[config.mk]
export PLATFORM = sky130hd
export DESIGN_NAME = glmt_cell
export DESIGN_NICKNAME = d
export VERILOG_FILES = /design/src/rtl/glmt_pkg.sv /design/src/rtl/glmt_cell.sv
export SDC_FILE = /design/constraint.sdc
export NUM_CORES = 1
export LEC_CHECK = 0
export BUFFER_PORTS_ARGS = -buffer_cell sky130_fd_sc_hd__buf_2
export CAP_MARGIN = 20
export CORE_AREA = 10 10 47 49
export CTS_BUF_LIST = sky130_fd_sc_hd__clkbuf_4
export CTS_CLUSTER_DIAMETER = 150
export DETAILED_ROUTE_END_ITERATION = 8
export DIE_AREA = 0 0 57 59
export PLACE_DENSITY = 0.77
export SLEW_MARGIN = 15
export SYNTH_ARGS = -nofsm -noshare
export SYNTH_HDL_FRONTEND = slang
export SYNTH_SLANG_ARGS = --single-unit
[constraint.sdc]
create_clock -name clk_i -period 2.67 [get_ports clk_i]
set_input_delay 0.534 -clock clk_i [delete_from_list [all_inputs] [get_ports clk_i]]
set_output_delay 0.534 -clock clk_i [all_outputs]
set_load 0.02 [all_outputs]
[src/rtl/glmt_pkg.sv]
// ----------------------------------------------------------------------------
// glmt_pkg
// Shared types and codes of the greedy longest-match tokenizer.
// ----------------------------------------------------------------------------
`default_nettype none

package glmt_pkg;

  // Operation codes carried in the input tuser field.
  localparam logic [1:0] OP_TEXT      = 2'd0;
  localparam logic [1:0] OP_WR_BYTE   = 2'd1;
  localparam logic [1:0] OP_WR_LEN_ID = 2'd2;

  localparam int unsigned OUT_ID_W = 18;

  // Per-cell control of the window chain.
  typedef struct packed {
    logic load;   // capture the incoming text byte
    logic shift;  // take the byte of the right-hand neighbor
  } cell_ctrl_t;

  typedef enum logic [4:0] {
    ST_CLEAR = 5'b00001,
    ST_IDLE  = 5'b00010,
    ST_SCAN  = 5'b00100,
    ST_EMIT  = 5'b01000,
    ST_SHIFT = 5'b10000
  } state_e;

endpackage

`default_nettype wire

[src/rtl/glmt_cell.sv]
// ----------------------------------------------------------------------------
// glmt_cell
// One byte of the text window with its vocabulary byte comparator.
// ----------------------------------------------------------------------------
`default_nettype none

module glmt_cell (
  input  wire                  clk_i,
  input  glmt_pkg::cell_ctrl_t ctrl_i,
  input  wire  [7:0]           text_byte_i,
  input  wire  [7:0]           right_byte_i,
  input  wire  [7:0]           row_byte_i,
  output logic [7:0]           byte_o,
  output logic                 eq_o
);
  import glmt_pkg::*;

  logic [7:0] byte_q;

  always_ff @(posedge clk_i) begin
    if (ctrl_i.load) begin
      byte_q <= text_byte_i;
    end else if (ctrl_i.shift) begin
      byte_q <= right_byte_i;
    end
  end

  assign byte_o = byte_q;
  assign eq_o   = (byte_q == row_byte_i);

endmodule

`default_nettype wire

==> metrics.txt <==
worst hold path type in2reg; iteration-0 DRC count of the detailed router 5; worst-path fanout max 2; Post-synth EDFFs 8; outcome complete, no violations; maximum clock rate 580 MHz; DP HPWL 969 um; fraction of registers with async set/reset 0%; first-pass GRT wire length 1710 um; CTS tree done; total core area 1400 um^2; RSZ-0062 raised after global routing no; Max Cap Viol 0; post-CTS setup buffers 0; FILL cells 136; syn avg cell area 16.0 um^2; Hold Startpoint right_byte_i[2]; GRT overflow 0; Final ANT Viol Nets 0; row cnt 14; cells after synthesis 29; slew of the pin with the lowest slew margin 0.322 ns; Critical Path Start byte_o[7]; number of synthesized register bits 8; placed instance count 79; yosys warns 0; Resized cells post-CTS 0; post-synthesis mux area share 25.9%; die width 57 um; Yosys cell types 7; Worst Setup EP eq_o; gr usage total 6.34%; vias in the first global route 411; Pins Over Slew Limit 0; Cell Chain, Critical Path xnor2_1 -> nand4_1 -> nor2_1 -> buf_2; Root Driver clkbuf_4; gp weighted congestion 0.605; fin cells 82; Compound-Gate Fraction of Synth Area 0%; Post-Syn Area 464 um^2; Worst path depth 4; nature of the critical path startpoint register; Power Dens Cells 510 nW/um^2; Synth Area in Adders 0%; Area growth, synth to finish 44.5%; Critical Path Slowest Stage Cell edfxtp_1; Top FF cell, synth edfxtp_1; initial antenna violation count 0; CP max stage delay 0.41 ns; Inserted Diodes 0; Slew HR 78.5%; # DRC 0; clock buffer depth 2; Synth top area share 51.8%; max reg flops 8; Final nets 95; critical path arrival 1.19 ns; largest family of logic cells by synthesized area multiplexers; CTS sink cnt 8; top cells by area, synth edfxtp_1 52%, mux2_4 26%, xnor2_1 15%; Starting Density 33.1%; die area 3360 um^2; Synth Area in Simple Gates 4.85%; Final min period 1.72 ns; Hold-fix buffers, CTS 0; # setup viols final 0; largest net degree at the start of global routing 10; sequential area share after synthesis 51.8%; Worst VDD drop 0.000167 V; Buf+Inv Stages, Crit Path 1; Ports 36; cts bufs inserted 3; post-synth top area cell edfxtp_1; Final Hold Viols 0; Critical Path RT 2.14 ns; Static Leak 0.320 nW; Setup TNS 0 ns; Synthesized Nets 56; crit end category output pin; DRT Wirelength 1060 um; average wire per cell in the routed design 12.9 um; layout cells sized above 1 69.7%; clock-pin slew on the worst setup and hold paths 0.05 ns; routed vias 339; final core utilization 47.9%; WS Path Type reg2out; die height 59 um; vias per inst 4.13; Tcrit/Tclk final 64.5%; IO Port Bufs 35; H-tree depth 1; DRT Pass-1 Iters 2; xor/xnor share of the synthesized area 15.1%; commonest cells in the synthesized netlist 8 x edfxtp_1, 8 x mux2_4, 8 x xnor2_1; CP delay by family, top flip-flops
[power breakdown]
part | switching, W | internal [W]
logic | 0.0000410 | 0.0000494
registers | 0.00000846 | 0.000155
clock network | 0.0000370 | 0.0000512
[how the worst min path moves through the flow]
stage,end,slack (ns),depth (start not counted)
floorplan,byte_o[0],0.75,1
global placement,byte_o[6],0.84,2
detailed placement,byte_o[2],0.84,2
CTS,byte_o[2],0.57,2
global route,byte_o[6],0.58,2
finish,byte_o[2],0.58,2
[cell type report]
type / count / area [um^2] / share of cell area (%)
multi-input combinational: 20 / 213 / 31.7
clock buffer: 3 / 22.5 / 3.36
timing repair buffer: 35 / 175 / 26.1
tap: 16 / 20.0 / 2.99
sequential: 8 / 240 / 35.8
[cells in the final DEF (no fill, tap or decap)]
| cell type | netlist | final |
|---|---|---|
| or2_1 | 1 | 1 |
| edfxtp_1 | 8 | 8 |
| mux2_4 | 8 | 8 |
| nor2_1 | 1 | 1 |
| xnor2_1 | 8 | 8 |
| nand4_1 | 2 | 2 |
| clkbuf_4 | 0 | 3 |
| buf_2 | 0 | 35 |
[layer usage]
metal  global-route usage (%)  routed length, um  vias up
li1                         -                  -      180
met5                        0                  0        -
met2                     7.75                415       28
met1                     7.11                461      129
met3                     4.72                175        2
met4                     5.03                  8        0
[through the flow]
stage          total power, W  hold WS (ns)  setup WS, ns  area, um^2
6_report             0.000342         0.582         0.947         671
5_1_grt              0.000362         0.583         0.823         671
4_1_cts              0.000350         0.573         0.909         671
3_5_place_dp         0.000259         0.837         0.953         648
3_3_place_gp         0.000257         0.835         0.978         648
2_1_floorplan        0.000223         0.751          1.07         464
[kinds of logic after synthesis]
family | after synthesis
muxes | 8
buffers and inverters | 1
DFF | 8
and+or+nand+nor | 4
xor gates and xnor gates | 8
No activity file was read; power rests on OpenSTA's default activity.
